===== src/rtl/core/kch_pkg.sv =====
// Shared types, constants and helpers of the k-mer counting histogram.
// Used by every module of the block; depends on nothing else.
package kch_pkg;

	localparam int K_MAX_DEF       = 8;
	localparam int COUNT_BITS_DEF  = 32;
	localparam int QUEUE_DEPTH     = 4;
	localparam int CFG_INDEX_W     = 2;
	localparam int KMER_CODE_W     = 16;
	localparam int OUT_COUNT_W     = 32;
	localparam int KLEN_W          = 4;
	localparam int SEQ_POS_W       = 4;

	localparam logic [CFG_INDEX_W-1:0] REG_KMER_LENGTH = 2'd0;
	localparam logic [CFG_INDEX_W-1:0] REG_PREFIX_ONLY = 2'd1;

	localparam logic CMD_FEED = 1'b0;
	localparam logic CMD_READ = 1'b1;

	localparam logic [7:0] CH_A_LO = 8'h61;
	localparam logic [7:0] CH_A_UP = 8'h41;
	localparam logic [7:0] CH_C_LO = 8'h63;
	localparam logic [7:0] CH_C_UP = 8'h43;
	localparam logic [7:0] CH_G_LO = 8'h67;
	localparam logic [7:0] CH_G_UP = 8'h47;
	localparam logic [7:0] CH_T_LO = 8'h74;
	localparam logic [7:0] CH_T_UP = 8'h54;

	localparam logic [KLEN_W-1:0] KLEN_RESET = 4'd4;
	localparam logic [SEQ_POS_W-1:0] SEQ_POS_MAX = 4'd15;

	typedef struct packed {
		logic        cmd;
		logic [7:0]  base_char;
		logic        end_of_sequence;
		logic [15:0] bin_index;
	} kch_item_t;

	typedef struct packed {
		logic        counted;
		logic [15:0] kmer_code;
		logic [31:0] bin_count;
		logic [31:0] sample_count;
		logic        bad_char;
	} kch_result_t;

	typedef struct packed {
		logic is_read;
		logic counted;
		logic bad;
	} kch_op_flags_t;

	// Returns {valid, two-bit base code}.
	function automatic logic [2:0] base_decode(input logic [7:0] ch);
		logic [2:0] res;
		case (ch)
			CH_A_LO, CH_A_UP: res = 3'b100;
			CH_C_LO, CH_C_UP: res = 3'b101;
			CH_G_LO, CH_G_UP: res = 3'b110;
			CH_T_LO, CH_T_UP: res = 3'b111;
			default:          res = 3'b000;
		endcase
		return res;
	endfunction

endpackage


===== src/rtl/core/kch_queue.sv =====
// Short first-in first-out queue that decouples the front end from the back end.
// Depends on kch_pkg for its depth.
module kch_queue import kch_pkg::*; #(
	parameter int WIDTH = 19
) (
	input  logic             clk,
	input  logic             arst_n,
	input  logic             push,
	input  logic [WIDTH-1:0] push_data,
	output logic             full,
	input  logic             pop,
	output logic             not_empty,
	output logic [WIDTH-1:0] head
);

	localparam int PTR_W = $clog2(QUEUE_DEPTH);
	localparam int CNT_W = $clog2(QUEUE_DEPTH + 1);

	logic [WIDTH-1:0] slots_q [QUEUE_DEPTH];
	logic [PTR_W-1:0] wr_ptr_q;
	logic [PTR_W-1:0] rd_ptr_q;
	logic [CNT_W-1:0] count_q;

	assign full      = (count_q == CNT_W'(QUEUE_DEPTH));
	assign not_empty = (count_q != '0);
	assign head      = slots_q[rd_ptr_q];

	always_ff @(posedge clk) begin
		if (push) begin
			slots_q[wr_ptr_q] <= push_data;
		end
	end

	always_ff @(posedge clk or negedge arst_n) begin
		if (!arst_n) begin
			wr_ptr_q <= '0;
			rd_ptr_q <= '0;
			count_q  <= '0;
		end else begin
			if (push) begin
				wr_ptr_q <= (wr_ptr_q == PTR_W'(QUEUE_DEPTH - 1)) ? '0 : wr_ptr_q + 1'b1;
			end
			if (pop) begin
				rd_ptr_q <= (rd_ptr_q == PTR_W'(QUEUE_DEPTH - 1)) ? '0 : rd_ptr_q + 1'b1;
			end
			if (push && !pop) begin
				count_q <= count_q + 1'b1;
			end else if (pop && !push) begin
				count_q <= count_q - 1'b1;
			end
		end
	end

endmodule


===== config.mk =====
export PLATFORM = sky130hd
export DESIGN_NAME = kch_queue
export DESIGN_NICKNAME = d
export VERILOG_FILES = /design/src/rtl/core/kch_pkg.sv /design/src/rtl/core/kch_queue.sv
export SDC_FILE = /design/constraint.sdc
export NUM_CORES = 1
export LEC_CHECK = 0
export BUFFER_PORTS_ARGS = -buffer_cell sky130_fd_sc_hd__clkbuf_2
export CORE_MARGIN = 1
export CORE_UTILIZATION = 45
export CTS_CLUSTER_SIZE = 14
export DETAILED_ROUTE_END_ITERATION = 16
export GPL_ROUTABILITY_DRIVEN = 0
export PLACE_DENSITY = 0.72
export SETUP_SLACK_MARGIN = 0.5
export SYNTH_ARGS = -nofsm -noshare
export SYNTH_HDL_FRONTEND = slang
export SYNTH_SLANG_ARGS = --single-unit

===== constraint.sdc =====
create_clock -name clk -period 1.8 [get_ports clk]
set_input_delay 0.18 -clock clk [delete_from_list [all_inputs] [get_ports clk]]
set_output_delay 0.18 -clock clk [all_outputs]
set_load 0.02 [all_outputs]

### Word-level counts from Yosys, hierarchy flattened

Memories as Yosys holds them, arrays and structs flattened.
Cells that the tools add are included.

* add/sub/neg operators: 4
* eq/ne operators: 3
* mux-type cells: 6
* reduce and logical (&&, ||, !) cells: 6

Operators with widths (count)
* two-way mux 3 bit: 2
* adder 2 x 1 -> 2 bit, second input constant: 2
* == test 2 bit, second input constant: 2
* two-way mux 2 bit: 2
* adder 3 x 1 -> 3 bit, second input constant: 1
* == test 3 bit, second input constant: 1
* nonzero test 3 bit: 1
* subtractor 3 x 1 -> 3 bit, second input constant: 1
* logical AND 1 bit: 2
* logical NOT 1 bit: 2
* two-way mux 1 bit: 2
* nonzero test 2 bit: 1

* bits in registers: 7
* bits in writable memories: 76
* bits of input ports: 23
* output and inout port bits: 21
* logic and storage cells: 23
* memories: 1

Memory list
* slots_q: words 4, width 19, read ports 1, clocked after Yosys merged registers in 0, write ports 1, RTL line kch_queue.sv:19 `logic [WIDTH-1:0] slots_q [QUEUE_DEPTH];`

### Logic depth before layout (Yosys ltp)

Gate-level depths: netlist of run 1.

* word-level depth: 4
* depth in mapped cells: 7
* depth with buffers taken out: 7

### Worst setup path before layout of run 1

Ideal clock, no wire load.

* path type: register to register
* start point: register wr_ptr_q[0]
* end point: memory slots_q[2][0], enable pin
* setup time: 377 ps
* arrival time: 1120 ps
* data required time: 1423 ps
* slack: 303 ps
* stages on the path, launching flop included: 4
* buffers on the path: 0
* clock period less this slack: 1497 ps
* path through: dfrtp_1 -> inv_1 -> ha_1 -> and2_1

RTL lines
* from (decl): RTL line kch_queue.sv:20 `logic [PTR_W-1:0] wr_ptr_q;`
* from (signal assigned): RTL line kch_queue.sv:41 `wr_ptr_q <= (wr_ptr_q == PTR_W'(QUEUE_DEPTH - 1)) ? '0 : wr_ptr_q + 1'b1;`
* to (decl): RTL line kch_queue.sv:19

No word-level cell before the write port.

### Worst setup path in the final report of run 1

* start point: register rd_ptr_q[0]
* end point: output head[17]

* longest elaborated chain between the ends: 1

Ends and longest elaborated chain
* from (decl): RTL line kch_queue.sv:21 `logic [PTR_W-1:0] rd_ptr_q;`
* from (signal assigned): RTL line kch_queue.sv:44 `rd_ptr_q <= (rd_ptr_q == PTR_W'(QUEUE_DEPTH - 1)) ? '0 : rd_ptr_q + 1'b1;`
* memory (4 x 19 bit)
* to (decl): RTL line kch_queue.sv:13 `output logic [WIDTH-1:0] head`

Every way passes these cells.

==> results_dict.tcl, run 1 <==
set metrics [dict create \
    p_comb_share_pct 44.1 \
    clock_latency_ns 0.34 \
    dp_cells 275 \
    yosys_warnings 0 \
    synthFlopType "edfxtp_1" \
    hold_class "in2reg" \
    synth_top_area_share_pct 72.2 \
    status "complete, but fails checks" \
    hold_viol 0 \
    power.switching_mw 2.18 \
    core-area_um2 6790 \
    start_util_pct 46.5 \
    pwr-share-seq_pct 36.7 \
    die_area_um2 7360 \
    final_area_um2 4360 \
    worstPathCellList "clkbuf_16, mux4_2, buf_6" \
    grt_pass1_wl_mm 8.96 \
    nNetsFinal 247 \
    postPlaceCellArea_um2 3500 \
    io_pins 44 \
    worst_path_max_delay_cell "mux4_2" \
    drt_first_pass_iters 4 \
    detail-route-antenna-nets 0 \
    path_class "reg2out" \
    port-buffer-count 43 \
    grt_setup_unrepaired "yes" \
    grt_max_degree 20 \
    fmax_ghz 0.546 \
    initialDrtViolationCount 74 \
    hold_slack_ns 0.0506 \
    cap_viol_max_count 0 \
    routedWlPerCell_um 19.3 \
    die_y_um 85.8 \
    syn_inst 136 \
    finalCritPeriodShare_pct 102 \
    syn2layout_area_growth_pct 38.1 \
    dp_hpwl_mm 3.52 \
    start_kind "register" \
    grt_overflow 0 \
    htree_levels 3 \
    fin_skew_ns 0.00626 \
    endpoint_kind "output port" \
    synthArstFlopShare_pct 8.43 \
    vias 1583 \
    grt_pass1_vias 1725 \
    syn_area_um2 3160 \
    ys_types 19 \
    drc_errors 0 \
    regArea_um2 2460 \
    drive_gt1_share_pct 57.2 \
    routed_wl_mm 6.15 \
    setup_ws_ns -0.0302 \
    synthTopCellsByArea "edfxtp_1 72%, mux4_2 13%, dfrtp_1 5.5%, ha_1 2.4%, mux2_2 1.1%" \
    p_leak_nw 1.59 \
    synth_nets 166 \
    cp.required_ns 1.62 \
    vias_per_cell 4.98 \
    p_int_mw 5.09 \
    cts_buffers 9 \
    slew-limit-headroom_pct 85.3 \
    instances_no_fill 318 \
    grt_antenna_before_repair 0 \
    violations "setup timing" \
    n_antenna_cell 0 \
    slew_violations 0 \
    grt_use_total_pct 17.2 \
    tightest_slew_ns 0.220 \
    synth.most_common_cell "edfxtp_1" \
    path_clk_slew_ns 0.08 \
    cts.sinks 83 \
    multi_input_area_um2 742 \
    setup-violations-final 16 \
    cpPeakStageDelay_ns 0.51 \
    syn_area_per_cell_um2 23.2 \
    yosys_register_bits 83 \
    peakVddDrop_mv 0.830 \
    yosys.area.top_type "edfxtp_1" \
    cts-root-buf "clkbuf_8" \
    tritoncts "done" \
    rows 30 \
    synth.top_cells.by_count "76 x edfxtp_1, 18 x mux4_2, 7 x dfrtp_1, 6 x ha_1, 5 x inv_1" \
    die_w_um 85.8 \
    synth-edff-count 76 \
    worstPathArrival_ns 1.65 \
    ys_seq_area_share_pct 77.8 \
    p_per_area_nw_per_um2 1670 \
    fillers 418 \
    pwr-share-clk_pct 19.2 \
    cp_max_fo 6 \
    finalCriticalPeriod_ns 1.83 \
    switching_share_pct 29.9 \
    clockBufferDepth 2 \
]
==> worst max-delay path: cells and delay by family, from the launching register on <==
kind                   cells  cell delay, ns
muxes                      1            0.51
DFF                        1            0.47
buffers and inverters      2            0.34
==> kinds of logic (layout without fill, tap and decap cells) <==
family | count (synthesis) | after routing | synth area share (%)
flip-flops | 83 | 83 | 77.8
buffers and inverters | 9 | 95 | 1.62
XOR/XNOR | 3 | 3 | 0.832
multiplexers | 22 | 22 | 14.7
AND/OR/NAND/NOR | 10 | 10 | 1.74
AO/OA/AOI/OAI | 2 | 2 | 0.317
adder cells (fa/ha/maj) | 7 | 7 | 3.01
==> final timing paths <==
path | startpoint | to | slack (ns) | cells after the start
max | rd_ptr_q[0] | head[17] | -0.03 | 3
min | push_data[8] | slots_q[3][8] | 0.05 | 1
max reg2reg | rd_ptr_q[0] | rd_ptr_q[1] | 0.34 | 5
min reg2reg | count_q[2] | count_q[2] | 0.59 | 2
max in group asynchronous | arst_n | rd_ptr_q[0] | 1.38 | 2
min in group asynchronous | arst_n | count_q[0] | 0.22 | 2
==> cells in the final DEF (no fill, tap or decap) <==
cell / n
nor2_1: 1
xor2_2: 1
xnor2_1: 1
dfrtp_1: 4
mux4_2: 19
dfrtp_2: 3
nand2_1: 1
or3_4: 1
and2_4: 4
clkinv_2: 2
xor2_1: 1
nand3_1: 1
dlygate4sd3_1: 1
edfxtp_1: 76
o21ai_0: 2
inv_1: 3
nor2_2: 1
ha_1: 2
inv_2: 1
mux2_4: 3
fa_2: 1
ha_4: 4
bufinv_16: 2
buf_4: 9
clkbuf_16: 4
clkinvlp_4: 1
clkbuf_2: 22
nor3b_2: 1
buf_6: 26
clkbuf_1: 2
buf_12: 10
clkbuf_8: 9
inv_4: 1
buf_8: 2
==> final cells by class <==
class	instances	area share, %
timing repair buffer	74	18.6
inverter	5	0.487
sequential	83	56.4
tap	96	2.75
multi-input combinational	44	17.0
clock inverter	5	1.78
clock buffer	11	3.01
==> sequential cells by signal, indices dropped and copies added (netlist names) <==
name	flops
count_q	3
rd_ptr_q	2
slots_q	76
wr_ptr_q	2
==> stage by stage <==
stage	TNS [ns]	worst slack, ns	total power, mW	util [%]
4_1_cts	-0.375	-0.0358	6.46	58.5
2_1_floorplan	0	0.454	4.03	-
3_3_place_gp	0	0.301	4.50	51.5
3_5_place_dp	0	0.203	4.63	51.5
6_report	-0.248	-0.0302	7.27	64.2
5_1_grt	-1.25	-0.0778	7.60	64.2
==> timing repair <==
action	4_1_cts	5_1_grt
gates cloned	0	4
pin swaps	5	4
endpoints found under the setup margin	100	101
hold endpoints to repair	7	0
setup buffers	13	9
hold buffers	1	0
resized for setup	24	78
==> power groups by stage <==
stage	sequential [mW]	clock, mW	combinational [mW]
after floorplan	2.63	0	1.40
after global placement	2.64	0	1.87
after detailed placement	2.68	0	1.95
after CTS	2.63	1.42	2.41
after global routing	2.70	1.51	3.39
final	2.67	1.39	3.21
==> per-layer routing <==
layer  global-route usage, %  part of all wire, %
met5                       0                    0
met4                    9.09                  2.3
met3                    4.72                  4.5
met2                    28.4                   52
met1                    20.9                   41
(Power assumes the default switching activity.)
==> run 2, diff against run 1 <==
--- a/config.mk
+++ b/config.mk
@@ -13,6 +13,7 @@
 export GPL_ROUTABILITY_DRIVEN = 0
 export PLACE_DENSITY = 0.72
 export SETUP_SLACK_MARGIN = 0.5
+export SKIP_LAST_GASP = 1
 export SYNTH_ARGS = -nofsm -noshare
 export SYNTH_HDL_FRONTEND = slang
 export SYNTH_SLANG_ARGS = --single-unit
==> constraint.sdc (replaced) <==
create_clock -name clk -period 1.8 [get_ports clk]
set_input_delay 0.18 -clock clk [delete_from_list [all_inputs] [get_ports clk]]
set_output_delay 0.18 -clock clk [all_outputs]
set_load 0.005 [all_outputs]
==> run 2 against run 1 <==
  * The run now ends clean
  * Flip-flop and latch count stayed put
  * Die area unchanged
  * Total power fell by 20%
  * Utilization fell by 5.6 points
  * Wire length is 4.0% lower
  * Largest power group is now sequential cells
==> results_dict.tcl, run 2 (same netlist as run 1, synthesis figures left out) <==
set metrics [dict create \
    layout_commonest_cell "edfxtp_1" \
    nNetsFinal 240 \
    fillers 469 \
    power.switching_mw 1.64 \
    p_per_area_nw_per_um2 1460 \
    tightest_slew_ns 0.224 \
    start_kind "register" \
    path_class "reg2out" \
    hold_slack_ns 0.0581 \
    syn2layout_area_growth_pct 26.0 \
    cap_viol_max_count 0 \
    tritoncts "done" \
    worstPathCellList "buf_12, mux4_2, clkbuf_2" \
    endpoint_kind "output port" \
    path_buf_inv 2 \
    die_w_um 85.8 \
    slew_violations 0 \
    grt_pass1_wl_mm 8.51 \
    p_int_mw 4.18 \
    finalCriticalPeriod_ns 1.78 \
    drc_errors 0 \
    drive_gt1_share_pct 52.1 \
    slew-limit-headroom_pct 85.0 \
    cts.sinks 83 \
    p_leak_nw 1.44 \
    grt_setup_unrepaired "yes" \
    vias 1550 \
    worst-r2r-setup-slack_ns 0.41 \
    die_area_um2 7360 \
    port-buffer-count 43 \
    rows 30 \
    fin_skew_ns 0.00687 \
    n_antenna_cell 0 \
    cp_max_fo 15 \
    pwr-share-seq_pct 46.0 \
    r2r_start "count_q[0]" \
    most-common-layout-cells "76 x edfxtp_1, 42 x clkbuf_2, 19 x mux4_2" \
    cts_buffers 9 \
    setup-violations-final 0 \
    dp_hpwl_mm 3.49 \
    hold_class "in2reg" \
    finalCritPeriodShare_pct 98.7 \
    top_regs "slots_q (76), count_q (3)" \
    grt_max_degree 20 \
    worstPathArrival_ns 1.60 \
    grt_pass1_vias 1664 \
    p_comb_share_pct 35.8 \
    top_register "slots_q" \
    grt_overflow 0 \
    cts-root-buf "clkbuf_8" \
    clockBufferDepth 2 \
    worstHoldEndpoint "slots_q[2][0]" \
    final_area_um2 3980 \
    hold_viol 0 \
    cpPeakStageDelay_ns 0.52 \
    r2r_end "count_q[2]" \
    instances_no_fill 309 \
    grt_use_total_pct 16.4 \
    peakVddDrop_mv 0.733 \
    start_util_pct 46.5 \
    initialDrtViolationCount 145 \
    clock_latency_ns 0.34 \
    cp.required_ns 1.62 \
    fmax_ghz 0.563 \
    io_pins 44 \
    detail-route-antenna-nets 0 \
    largest_register_ffs 76 \
    crit_family "multiplexers" \
    grt_antenna_before_repair 0 \
    core-area_um2 6790 \
    routed_wl_mm 5.90 \
    path_clk_slew_ns 0.08 \
    postPlaceCellArea_um2 3500 \
    worst_path_max_delay_cell "mux4_2" \
    holdPathStages 1 \
    htree_levels 3 \
    routedWlPerCell_um 19.1 \
    hp-start "push_data[0]" \
    vias_per_cell 5.02 \
    die_y_um 85.8 \
    r2r.worst_path.cells 5 \
    status "completed" \
    switching_share_pct 28.2 \
    fin_util_pct 58.6 \
    drt_first_pass_iters 4 \
    fin_total_pwr_mw 5.82 \
    dp_cells 275 \
    pwr-share-clk_pct 18.2 \
]
==> run 2: cell types whose count changed in the layout (fill, tap and decap cells not counted), sizes merged <==
cell and delta:
buf -25, bufinv -2, clkbuf +17, clkinv +1
==> run 2: worst register-to-register path, cell delays in order (launching register included) <==
cell and delay, ns:
dfrtp_1 0.42, buf_6 0.13, fa_2 0.34, xor2_1 0.14, nor2_1 0.11, xor2_1 0.16
==> run 2: worst max-delay path by stage <==
stage,end,start,slack (ns),cells after the start
detailed placement,slots_q[2][17],wr_ptr_q[0],0.25,3
global route,head[8],rd_ptr_q[0],-0.05,3
CTS,head[8],rd_ptr_q[0],0.01,3
finish,head[8],rd_ptr_q[0],0.02,3
global placement,slots_q[2][8],wr_ptr_q[0],0.34,3
floorplan,count_q[2],count_q[0],0.51,4
==> run 2: layout make-up <==
| cell class | instances | area, um2 | area share [%] |
|---|---|---|---|
| clock inverter | 4 | 20.0 | 0.503 |
| sequential | 83 | 2460 | 61.7 |
| clock buffer | 10 | 128 | 3.20 |
| inverter | 5 | 21.3 | 0.534 |
| multi-input combinational | 44 | 691 | 17.3 |
| timing repair buffer | 67 | 544 | 13.7 |
| tap | 96 | 120 | 3.02 |
==> run 2: what timing repair did <==
| item | in CTS | in global routing |
|---|---|---|
| pin swaps | 3 | 1 |
| endpoints found under the hold margin | 7 | 0 |
| endpoints found under the setup margin | 101 | 85 |
| gates cloned | 0 | 2 |
| setup buffers | 12 | 5 |
| hold buffers | 1 | 0 |
| resized for setup | 14 | 9 |
==> run 2: stage by stage <==
step	setup TNS, ns	setup slack, ns
6_report	0	0.0226
5_1_grt	-0.496	-0.0530
4_1_cts	0	0.0101
3_5_place_dp	0	0.245
3_3_place_gp	0	0.343
2_1_floorplan	0	0.508
==> run 2: power by group through the flow <==
| stage | sequential, mW | clock, mW | combinational (mW) |
|---|---|---|---|
| after global routing | 2.71 | 1.17 | 2.24 |
| after detailed placement | 2.70 | 0 | 1.58 |
| final | 2.68 | 1.06 | 2.08 |
| after CTS | 2.66 | 1.07 | 1.88 |
| after global placement | 2.67 | 0 | 1.50 |
| after floorplan | 2.63 | 0 | 1.05 |
==> run 2: layer usage <==
layer  GRT usage, %  vias to the layer above  part of all wire, %
li1               -                      698                    -
met1           19.2                      789                   39
met2           28.4                       50                   52
met3           4.91                       13                  6.2
met4           6.52                        0                  2.3
met5              0                        -                    0
