==> config.mk <==
export PLATFORM = sky130hd
export DESIGN_NAME = kch_front
export DESIGN_NICKNAME = d
export VERILOG_FILES = /design/src/rtl/core/kch_pkg.sv /design/src/rtl/core/kch_front.sv
export SDC_FILE = /design/constraint.sdc
export NUM_CORES = 1
export LEC_CHECK = 0
export BUFFER_PORTS_ARGS = -buffer_cell sky130_fd_sc_hd__buf_2
export CAP_MARGIN = 0
export CORE_MARGIN = 1.5
export CORE_UTILIZATION = 48
export DETAILED_ROUTE_END_ITERATION = 12
export PLACE_DENSITY = 0.8
export SYNTH_ARGS = -nofsm -noshare
export SYNTH_HDL_FRONTEND = slang
export SYNTH_SLANG_ARGS = --single-unit
==> constraint.sdc <==
create_clock -name clk -period 2.6 [get_ports clk]
set_input_delay 0.13 -clock clk [delete_from_list [all_inputs] [get_ports clk]]
set_output_delay 0.13 -clock clk [all_outputs]
set_load 0.03 [all_outputs]
==> src/rtl/core/kch_pkg.sv <==
// Shared types, constants and helpers of the k-mer counting histogram.
// Used by every module of the block; depends on nothing else.
package kch_pkg;

	localparam int K_MAX_DEF       = 8;
	localparam int COUNT_BITS_DEF  = 32;
	localparam int QUEUE_DEPTH     = 4;
	localparam int CFG_INDEX_W     = 2;
	localparam int KMER_CODE_W     = 16;
	localparam int OUT_COUNT_W     = 32;
	localparam int KLEN_W          = 4;
	localparam int SEQ_POS_W       = 4;

	localparam logic [CFG_INDEX_W-1:0] REG_KMER_LENGTH = 2'd0;
	localparam logic [CFG_INDEX_W-1:0] REG_PREFIX_ONLY = 2'd1;

	localparam logic CMD_FEED = 1'b0;
	localparam logic CMD_READ = 1'b1;

	localparam logic [7:0] CH_A_LO = 8'h61;
	localparam logic [7:0] CH_A_UP = 8'h41;
	localparam logic [7:0] CH_C_LO = 8'h63;
	localparam logic [7:0] CH_C_UP = 8'h43;
	localparam logic [7:0] CH_G_LO = 8'h67;
	localparam logic [7:0] CH_G_UP = 8'h47;
	localparam logic [7:0] CH_T_LO = 8'h74;
	localparam logic [7:0] CH_T_UP = 8'h54;

	localparam logic [KLEN_W-1:0] KLEN_RESET = 4'd4;
	localparam logic [SEQ_POS_W-1:0] SEQ_POS_MAX = 4'd15;

	typedef struct packed {
		logic        cmd;
		logic [7:0]  base_char;
		logic        end_of_sequence;
		logic [15:0] bin_index;
	} kch_item_t;

	typedef struct packed {
		logic        counted;
		logic [15:0] kmer_code;
		logic [31:0] bin_count;
		logic [31:0] sample_count;
		logic        bad_char;
	} kch_result_t;

	typedef struct packed {
		logic is_read;
		logic counted;
		logic bad;
	} kch_op_flags_t;

	// Returns {valid, two-bit base code}.
	function automatic logic [2:0] base_decode(input logic [7:0] ch);
		logic [2:0] res;
		case (ch)
			CH_A_LO, CH_A_UP: res = 3'b100;
			CH_C_LO, CH_C_UP: res = 3'b101;
			CH_G_LO, CH_G_UP: res = 3'b110;
			CH_T_LO, CH_T_UP: res = 3'b111;
			default:          res = 3'b000;
		endcase
		return res;
	endfunction

endpackage

==> src/rtl/core/kch_front.sv <==
// Front end: configuration registers, base decoding and the sliding k-mer window.
// Classifies each request into a histogram operation. Depends on kch_pkg.
module kch_front import kch_pkg::*; #(
	parameter int K_MAX = K_MAX_DEF
) (
	input  logic                     clk,
	input  logic                     arst_n,
	input  logic                     cfg_valid,
	output logic                     cfg_ready,
	input  logic [CFG_INDEX_W-1:0]   cfg_index,
	input  logic [31:0]              cfg_data,
	input  logic                     item_valid,
	output logic                     item_stall,
	input  kch_item_t                item,
	input  logic                     queue_full,
	input  logic                     clearing,
	output logic                     push,
	output kch_op_flags_t            push_flags,
	output logic [2*K_MAX-1:0]       push_code
);

	localparam int CODE_W = 2 * K_MAX;
	localparam int RUN_W  = $clog2(K_MAX + 1);
	localparam int IDX_W  = (CODE_W > KMER_CODE_W) ? CODE_W : KMER_CODE_W;

	logic [KLEN_W-1:0]    kmer_length_q;
	logic                 prefix_only_q;
	logic [CODE_W-1:0]    window_q;
	logic [RUN_W-1:0]     valid_run_q;
	logic [SEQ_POS_W-1:0] seq_pos_q;

	logic [KLEN_W-1:0]    k_eff;
	logic [2:0]           dec;
	logic [CODE_W-1:0]    window_next;
	logic [RUN_W-1:0]     run_next;
	logic [SEQ_POS_W-1:0] pos_next;
	logic [CODE_W-1:0]    kmask;
	logic [IDX_W-1:0]     idx_ext;
	logic                 take;
	logic                 accept;

	assign cfg_ready  = 1'b1;
	assign item_stall = queue_full | clearing;
	assign accept     = item_valid & ~item_stall;

	always_comb begin
		if (kmer_length_q == '0) begin
			k_eff = KLEN_W'(1);
		end else if (kmer_length_q > KLEN_W'(K_MAX)) begin
			k_eff = KLEN_W'(K_MAX);
		end else begin
			k_eff = kmer_length_q;
		end
		for (int i = 0; i < CODE_W; i++) begin
			kmask[i] = (i < 2 * int'(k_eff));
		end
	end

	always_comb begin
		dec         = base_decode(item.base_char);
		window_next = window_q;
		run_next    = '0;
		take        = 1'b0;
		if (dec[2]) begin
			window_next = (window_q << 2) | CODE_W'(dec[1:0]);
			run_next    = (valid_run_q < RUN_W'(K_MAX)) ? valid_run_q + 1'b1 : valid_run_q;
			take        = (KLEN_W'(run_next) >= k_eff)
				&& (!prefix_only_q || (seq_pos_q == SEQ_POS_W'(k_eff - 1'b1)));
		end
		pos_next = (seq_pos_q < SEQ_POS_MAX) ? seq_pos_q + 1'b1 : seq_pos_q;
		idx_ext  = IDX_W'(item.bin_index);
	end

	always_comb begin
		push               = accept;
		push_flags.is_read = (item.cmd == CMD_READ);
		push_flags.counted = (item.cmd == CMD_FEED) && take;
		push_flags.bad     = (item.cmd == CMD_FEED) && !dec[2];
		if (item.cmd == CMD_READ) begin
			push_code = idx_ext[CODE_W-1:0];
		end else if (take) begin
			push_code = window_next & kmask;
		end else begin
			push_code = '0;
		end
	end

	always_ff @(posedge clk or negedge arst_n) begin
		if (!arst_n) begin
			kmer_length_q <= KLEN_RESET;
			prefix_only_q <= 1'b0;
		end else if (cfg_valid && cfg_ready) begin
			case (cfg_index)
				REG_KMER_LENGTH: kmer_length_q <= cfg_data[KLEN_W-1:0];
				REG_PREFIX_ONLY: prefix_only_q <= cfg_data[0];
				default: ;
			endcase
		end
	end

	always_ff @(posedge clk or negedge arst_n) begin
		if (!arst_n) begin
			window_q    <= '0;
			valid_run_q <= '0;
			seq_pos_q   <= '0;
		end else if (accept && item.cmd == CMD_FEED) begin
			if (item.end_of_sequence) begin
				window_q    <= '0;
				valid_run_q <= '0;
				seq_pos_q   <= '0;
			end else begin
				window_q    <= window_next;
				valid_run_q <= run_next;
				seq_pos_q   <= pos_next;
			end
		end
	end

endmodule

## Word-level counts from Yosys, hierarchy flattened

Index checks and enable logic that the tools add are counted.

| storage, ports and cells | value |
|---|---|
| register bits after elaboration | 29 |
| bits in latches | 0 |
| memory bits (writable) | 0 |
| ROM bits | 0 |
| input port bits | 66 |
| output and inout bits | 22 |
| logic and storage cells | 74 |
| memories | 0 |

| cells by class | value |
|---|---|
| $add $sub $neg | 3 |
| $mul | 0 |
| div/mod/pow operators | 0 |
| order comparisons | 20 |
| equal/unequal tests | 10 |
| shift operators | 0 |
| multiplexer cells | 13 |
| bitwise logic cells | 6 |
| reduce and logical (&&, ||, !) cells | 17 |

Operators by type and width:

| operator | count |
|---|---|
| equality test 8 x 7 -> 1 bit (second input constant) | 8 |
| 2-to-1 mux 16 bit | 4 |
| less-than comparator 4 x 5 -> 1 bit (first input constant) | 8 |
| 2-to-1 mux 4 bit | 7 |
| less-than comparator 3 x 5 -> 1 bit (first input constant) | 4 |
| AND 16 bit | 1 |
| bitwise OR 16 x 2 -> 16 bit | 1 |
| case mux 3 bit (4 select lines) | 1 |
| less-than comparator 1 x 5 -> 1 bit (first input constant) | 2 |
| less-than comparator 2 x 5 -> 1 bit (first input constant) | 2 |
| adder 4 x 1 -> 4 bit (second input constant) | 2 |
| less-than comparator 4 bit (second input constant) | 2 |
| OR reduction 2 bit | 4 |
| AND reduction 2 bit | 3 |
| equality test 4 bit | 1 |
| greater-or-equal comparator 4 bit | 1 |
| > comparator 4 bit (second input constant) | 1 |
| logical AND 1 bit | 4 |
| logical NOT 4 bit | 1 |
| subtractor 4 x 1 -> 4 bit (second input constant) | 1 |
| equality test 2 x 1 -> 1 bit (second input constant) | 1 |
| logical NOT 1 bit | 2 |
| logical NOT 2 bit | 1 |
| NOT 1 bit | 2 |
| other kinds (5) | 5 |

## Logic depth before layout (Yosys ltp)

Gate-level depths: netlist (run 1).

| depth | value |
|---|---|
| depth in word-level cells | 10 |
| depth in mapped cells | 10 |
| depth with buffers taken out | 9 |

## Worst setup path after synthesis (run 1)

Ideal clock, no wire load.

| timing | value |
|---|---|
| path type | reg-to-output |
| start | reg kmer_length_q[2] |
| end | out push_code[0] |
| arrival time | 2793 ps |
| required time | 2470 ps |
| slack | -323 ps |
| cell stages (with the launch flop) | 11 |
| path buffers | 1 |
| cell sequence | dfstp_2 nor2_1 o21a_1 inv_1 ha_1 xnor2_1 xnor2_1 a21boi_1 a2111o_1 buf_6 o31ai_1 |

| on the way | value |
|---|---|
| word-level cells in the longest chain between the ends | 10 |
| elaborated cells between the ends (all ways) | 14 |
| those cells by class | add/sub (1); order compare (3); eq/ne (1); mux (5); bitwise (1); reduce/logical (3) |

RTL lines:

| element | RTL line | text |
|---|---|---|
| start: declaration | kch_front.sv:26 | `logic [KLEN_W-1:0] kmer_length_q;` |
| start signal: assignment | kch_front.sv:94 | `REG_KMER_LENGTH: kmer_length_q <= cfg_data[KLEN_W-1:0];` |
| > comparator 4 bit | kch_front.sv:49 | `end else if (kmer_length_q > KLEN_W'(K_MAX)) begin` |
| 2-to-1 mux 4 bit | kch_front.sv:49 |  |
| 2-to-1 mux 4 bit * | kch_front.sv:47 | `if (kmer_length_q == '0) begin` |
| subtractor 4 x 1 -> 4 bit | kch_front.sv:68 | `&& (!prefix_only_q \|\| (seq_pos_q == SEQ_POS_W'(k_eff - 1'b1)));` |
| equality test 4 bit | kch_front.sv:68 |  |
| logical OR 1 bit | kch_front.sv:68 |  |
| logical AND 1 bit | kch_front.sv:68 |  |
| 2-to-1 mux 1 bit | kch_front.sv:64 | `if (dec[2]) begin` |
| 2-to-1 mux 16 bit * | kch_front.sv:81 | `end else if (take) begin` |
| 2-to-1 mux 16 bit * | kch_front.sv:79 | `if (item.cmd == CMD_READ) begin` |
| end: declaration | kch_front.sv:19 | `output logic [2*K_MAX-1:0] push_code` |

Mark *: on every way between the ends. The rest lies on a longest branch, timed or not.

## Worst setup path in the final report (run 1)

| timing | value |
|---|---|
| start | reg kmer_length_q[2] |
| end | out push_code[10] |

Same word-level chain as after synthesis.

==> results of run 1 <==
-- state kept, by name, summed over array words and instances, names as in the netlist --
signal,cells
window_q,16
prefix_only_q,1
valid_run_q,4
kmer_length_q,4
seq_pos_q,4
-- kinds of logic (layout without fill, tap and decap cells) --
kind of cell    Yosys count  count (layout)  share of synthesized area, %
xor+xnor                  6               6                         2.529
other cells               1               1                        0.1804
buf+inv                  21              83                         4.635
fa+ha+maj                 8               8                         4.817
flops                    29              29                         34.98
simple gates             88              88                         19.45
compound gates           77              77                         24.44
mux                      18              18                         8.970
-- cells in the final DEF (no fill, tap or decap), types with 2 or more instances in the layout --
master,Yosys,routed
o31ai_1,20,6
o21ai_0,6,3
buf_4,2,13
or2_2,2,2
nand2b_1,5,5
xnor2_2,0,2
nor2b_1,5,4
nand3_1,2,2
o31ai_2,0,3
mux2_2,5,5
nor3b_1,3,3
clkbuf_1,11,2
and3_1,3,3
nor3_1,4,4
a22oi_1,15,15
nand2_2,0,2
dfrtp_1,28,28
inv_1,4,3
nor2_1,6,6
nand2_1,53,51
ha_1,8,7
buf_6,1,16
xnor2_1,5,3
buf_2,2,40
mux2i_1,13,13
clkbuf_8,0,6
a21oi_1,7,7
o31ai_4,0,11
o21ai_1,19,21
inv_2,1,2
-- final cells by class --
| cell class | count | area, um2 | area share, % |
|---|---|---|---|
| Clock buffer | 8 | 90.09 | 3.159 |
| Timing Repair Buffer | 70 | 488.0 | 17.11 |
| Multi-Input combinational cell | 198 | 1465 | 51.38 |
| Tap cell | 50 | 62.56 | 2.194 |
| Inverter | 5 | 18.77 | 0.6582 |
| Sequential cell | 29 | 726.9 | 25.49 |
-- routing by layer --
metal | share of wire [%] | routed length (um) | GRT usage [%] | vias to the layer above
met5 | 0 | 0 | 0 | -
met4 | 2.2 | 127 | 10.05 | 0
met3 | 4.7 | 270 | 5.682 | 13
met2 | 50 | 2881 | 43.63 | 74
met1 | 43 | 2505 | 35.59 | 990
li1 | - | - | - | 1014
-- final timing paths --
| check | endpoint | from | slack [ps] | depth (start not counted) |
|---|---|---|---|---|
| setup / recovery | push_code[10] | kmer_length_q[2] | -170 | 11 |
| hold / removal | kmer_length_q[3] | cfg_data[3] | 60 | 3 |
| min in group asynchronous | seq_pos_q[3] | arst_n | 420 | 2 |
| max in group asynchronous | seq_pos_q[0] | arst_n | 1740 | 2 |
| setup reg to reg | window_q[0] | window_q[0] | 1210 | 3 |
| hold reg to reg | kmer_length_q[0] | kmer_length_q[0] | 510 | 1 |
-- power by group --
part | total [W] | leakage, nW | switching (W) | internal (W)
sequential | 0.000557 | 0.374 | 0.0000574 | 0.000500
combinational | 0.000516 | 0.918 | 0.000292 | 0.000224
clock | 0.000384 | 0.0455 | 0.000169 | 0.000215
-- worst min-delay path: stages --
cell	delay (ps)
buf_2	80
nand2_1	40
o21ai_0	60
-- per-stage QoR --
stage / instances / power [W] / TNS (ps) / cell area [um2] / setup WS (ps)
2_1_floorplan: 248 / 0.0008477 / -1290 / 2185 / -202.8
3_3_place_gp: 351 / 0.0009743 / 0 / 2545 / 60.26
3_5_place_dp: 351 / 0.0009942 / 0 / 2545 / 28.47
4_1_cts: 360 / 0.001439 / -1511 / 2819 / -121.6
5_1_grt: 360 / 0.001541 / -3985 / 2851 / -296.6
6_report: 360 / 0.001457 / -1856 / 2851 / -171.5
-- timing repair --
action	4_1_cts	5_1_grt
endpoints found under the setup margin	17	17
hold endpoints to repair	28	0
gates resized for setup	50	5
hold buffers	1	0
pin swaps	19	2
==> impl_metrics.tcl, run 1 <==
set metrics [dict create \
    yosysWarnings 0 \
    dr.pass1.iters 4 \
    crit_family "compound AO/OA/AOI/OAI gates" \
    grt_max_degree 32 \
    coreArea_um2 4086 \
    cts.path.max_buffers 2 \
    boundaryPins 88 \
    max_slew_margin_pct 55.34 \
    final_util_pct 69.78 \
    critPathSlowestCell "dfstp_2" \
    slew_violations 0 \
    path_buf_inv 3 \
    drt_iter0_markers 165 \
    critPathLaunchType "flip-flop" \
    gp_congestion 0.8508 \
    die_w_um 68.80 \
    start_util_pct 50.86 \
    dpl.hpwl_mm 3.966 \
    hold_class "in -> reg" \
    antenna_found_initial 0 \
    worstPathMaxFanout 8 \
    syn_inst 248 \
    tightest_slew_ps 669.9 \
    vias 2091 \
    fin_crit_sh_pct 106.6 \
    arrival_ps 2640 \
    power_density_nw_per_um2 510.8 \
    grt.overflow.total 0 \
    fillers 321 \
    irDropWorstVdd_mv 0.3712 \
    hold_viol_final 0 \
    synth.top_cell.area_share_pct 33.71 \
    clk_latency_ps 280 \
    synthTopCellsByArea "dfrtp_1 (34%), nand2_1 (9.6%), o31ai_1 (7.2%)" \
    yosys.area.top_type "dfrtp_1" \
    ys_seq_area_share_pct 34.98 \
    syn_area_per_cell_um2 8.380 \
    clock_skew_ps 1.828 \
    grt_pass1_wl_mm 9.390 \
    cap_violations 0 \
    ant_nets 0 \
    drive_gt1_share_pct 34.84 \
    violations "negative setup slack" \
    clock_sinks 29 \
    synthTopCellsByCount "nand2_1 (53), dfrtp_1 (28), o31ai_1 (20), o21ai_1 (19), a22oi_1 (15)" \
    path_cells "nor2_1 > o21a_1 > inv_2 > ha_4 > xnor2_2 > xnor2_1 > a21boi_1 > a2111o_1 > buf_6 > o31ai_2 > buf_4" \
    synthFlopType "dfrtp_1" \
    root_buffer "clkbuf_8" \
    num_rows 23 \
    routed_wl_mm 5.785 \
    tritoncts "yes" \
    finalSetupViolCount 17 \
    grt_pass1_vias 1980 \
    dieArea_um2 4733 \
    fmax_ghz 0.3608 \
    syn_area_um2 2078 \
    final_nets 383 \
    cts_setup_buffers 0 \
    clkTransAtPathRegs_ps 60 \
    ys_seq_elements 29 \
    synth_most_common_cell "nand2_1" \
    diodes 0 \
    wl_per_cell_um 16.07 \
    drc 0 \
    cts_inserted_buffers 5 \
    viasPerCell 5.808 \
    syn-num-nets 322 \
    fin_ws_ps -171.5 \
    outcome "finished with violations" \
    min_period_ps 2772 \
    end_kind "output pin" \
    yosysUniqueCellTypes 43 \
    critPathMaxStageDelay_ps 530 \
    die-height_um 68.80 \
    port_buffers 57 \
    synth_edf_count 0 \
    leakage_nw 1.338 \
    crit_type "reg -> out" \
    rsz0062_at_grt "yes" \
    crit_required_ps 2470 \
    cts-htree-levels 2 \
    async_reset_ff_share_pct 100.0 \
    syn_to_final_growth_pct 37.21 \
    grt_usage_pct 27.00 \
    fin_hold_ws_ps 62.18 \
]
Power figures use the tool's default switching activity.
==> run 2, diff against run 1 <==
- RECOVER_POWER: default -> 25
==> impl_metrics.tcl, run 2 (synthesis results as in run 1) <==
set metrics [dict create \
    ant_nets 0 \
    viasPerCell 5.858 \
    layout_common_cells "nand2_1 (51), buf_2 (37), dfrtp_1 (28)" \
    final_util_pct 69.69 \
    grt_pass1_vias 1980 \
    coreArea_um2 4086 \
    leakage_nw 1.330 \
    fin_crit_sh_pct 106.6 \
    clock_skew_ps 2.413 \
    grt_pass1_wl_mm 9.390 \
    die-height_um 68.80 \
    vias 2109 \
    drt_iter0_markers 160 \
    min_period_ps 2771 \
    fin_area_um2 2848 \
    post_dp_cell_area_um2 2545 \
    die_w_um 68.80 \
    drc 0 \
    grt_max_degree 32 \
    fmax_ghz 0.3608 \
    diodes 0 \
    wl_per_cell_um 16.05 \
    dieArea_um2 4733 \
    tightest_slew_ps 1635 \
    irDropWorstVdd_mv 0.3681 \
    largest-register "window_q" \
    slew_violations 30 \
    end_kind "output pin" \
    arrival_ps 2640 \
    hold_class "in -> reg" \
    clkTransAtPathRegs_ps 60 \
    cts_setup_buffers 0 \
    crit_type "reg -> out" \
    antenna_found_initial 0 \
    dpl_worst_slack_ps 28.47 \
    seq_area_um2 726.9 \
    finalSetupTns_ps -1867 \
    critPathLaunchType "flip-flop" \
    routed_wl_mm 5.778 \
    fin_ws_ps -171.4 \
    crit_required_ps 2470 \
    syn_to_final_growth_pct 37.03 \
    multiInputGateArea_um2 1465 \
    boundaryPins 88 \
    cap_violations 1 \
    finalSetupViolCount 17 \
    dp_cells 351 \
    cts.path.max_buffers 2 \
    cts_inserted_buffers 5 \
    port_buffers 57 \
    dr.pass1.iters 5 \
    clock_sinks 29 \
    grt.overflow.total 0 \
    instances_no_fill 360 \
    fillers 321 \
    rsz0062_at_grt "yes" \
    violations "max-capacitance violations, max-slew violations, negative setup slack" \
    clk_latency_ps 280 \
    gp_congestion 0.8508 \
    power_density_nw_per_um2 510.1 \
    num_rows 23 \
    final_common_cell "nand2_1" \
    drive_gt1_share_pct 33.55 \
    outcome "finished with violations" \
    largest_reg_flops 16 \
    start_util_pct 50.86 \
    cts-htree-levels 2 \
    grt_usage_pct 27.00 \
    root_buffer "clkbuf_8" \
    dpl.hpwl_mm 3.966 \
    final_nets 383 \
    worstPathMaxFanout 8 \
    max_slew_margin_pct -8.993 \
    tritoncts "yes" \
    hold_viol_final 0 \
]
[run 2: changes by cell type in the layout (fill, tap and decap cells not counted)]
cell / before / now
buf_2: 40 / 37
mux2_2: 5 / 4
mux2_1: 0 / 1
clkbuf_1: 2 / 5
[run 2: through the flow]
| stage | hold slack, ps | power, W |
|---|---|---|
| 2_1_floorplan | -165.6 | 0.0008477 |
| 3_3_place_gp | 202.0 | 0.0009743 |
| 3_5_place_dp | 205.7 | 0.0009942 |
| 4_1_cts | 58.04 | 0.001439 |
| 5_1_grt | 87.24 | 0.001540 |
| 6_report | 61.90 | 0.001453 |
[run 2: critical path, cell delays in order, from the launching register on]
cell      delay, ps
dfstp_2         530
nor2_1           40
o21a_1          200
inv_2            70
ha_4            130
xnor2_2         110
xnor2_1         150
a21boi_1         90
a2111o_1        440
buf_6           190
o31ai_2         200
buf_4           210
[run 2: final cells by class]
cell class / instances / area share [%]
Multi-Input combinational cell: 198 / 51.45
Tap cell: 50 / 2.197
Clock buffer: 8 / 3.163
Timing Repair Buffer: 70 / 17.00
Inverter: 5 / 0.6591
Sequential cell: 29 / 25.53
[run 2: power breakdown]
group          internal, W  total (W)  switching [W]
Sequential        0.000500   0.000557      0.0000570
Combinational     0.000222   0.000515       0.000292
Clock             0.000215   0.000381       0.000166
Total             0.000937    0.00145       0.000515
[run 2: final timing paths]
kind                             startpoint                to  slack [ps]  depth (start not counted)
max                        kmer_length_q[2]     push_code[10]        -170                         11
min                             cfg_data[3]  kmer_length_q[3]          60                          3
max reg2reg                     window_q[0]       window_q[0]        1210                          3
min reg2reg                kmer_length_q[0]  kmer_length_q[0]         510                          1
max in group asynchronous            arst_n      window_q[12]         850                          2
min in group asynchronous            arst_n      seq_pos_q[3]         810                          2
[run 2: metal layers]
metal / track usage (%) / share of wire [%] / vias up
met5: 0 / 0 / -
met4: 10.05 / 2.2 / 0
met3: 5.682 / 5.0 / 15
met2: 43.63 / 50 / 85
met1: 35.59 / 43 / 993
li1: - / - / 1016
[run 2: what timing repair did]
| item | in CTS | in global routing |
|---|---|---|
| setup endpoints to repair | 17 | 17 |
| pin swaps | 19 | 2 |
| hold buffers | 1 | 0 |
| resized for setup | 50 | 5 |
| gates cloned | 0 | 0 |
| hold endpoints to repair | 28 | 0 |
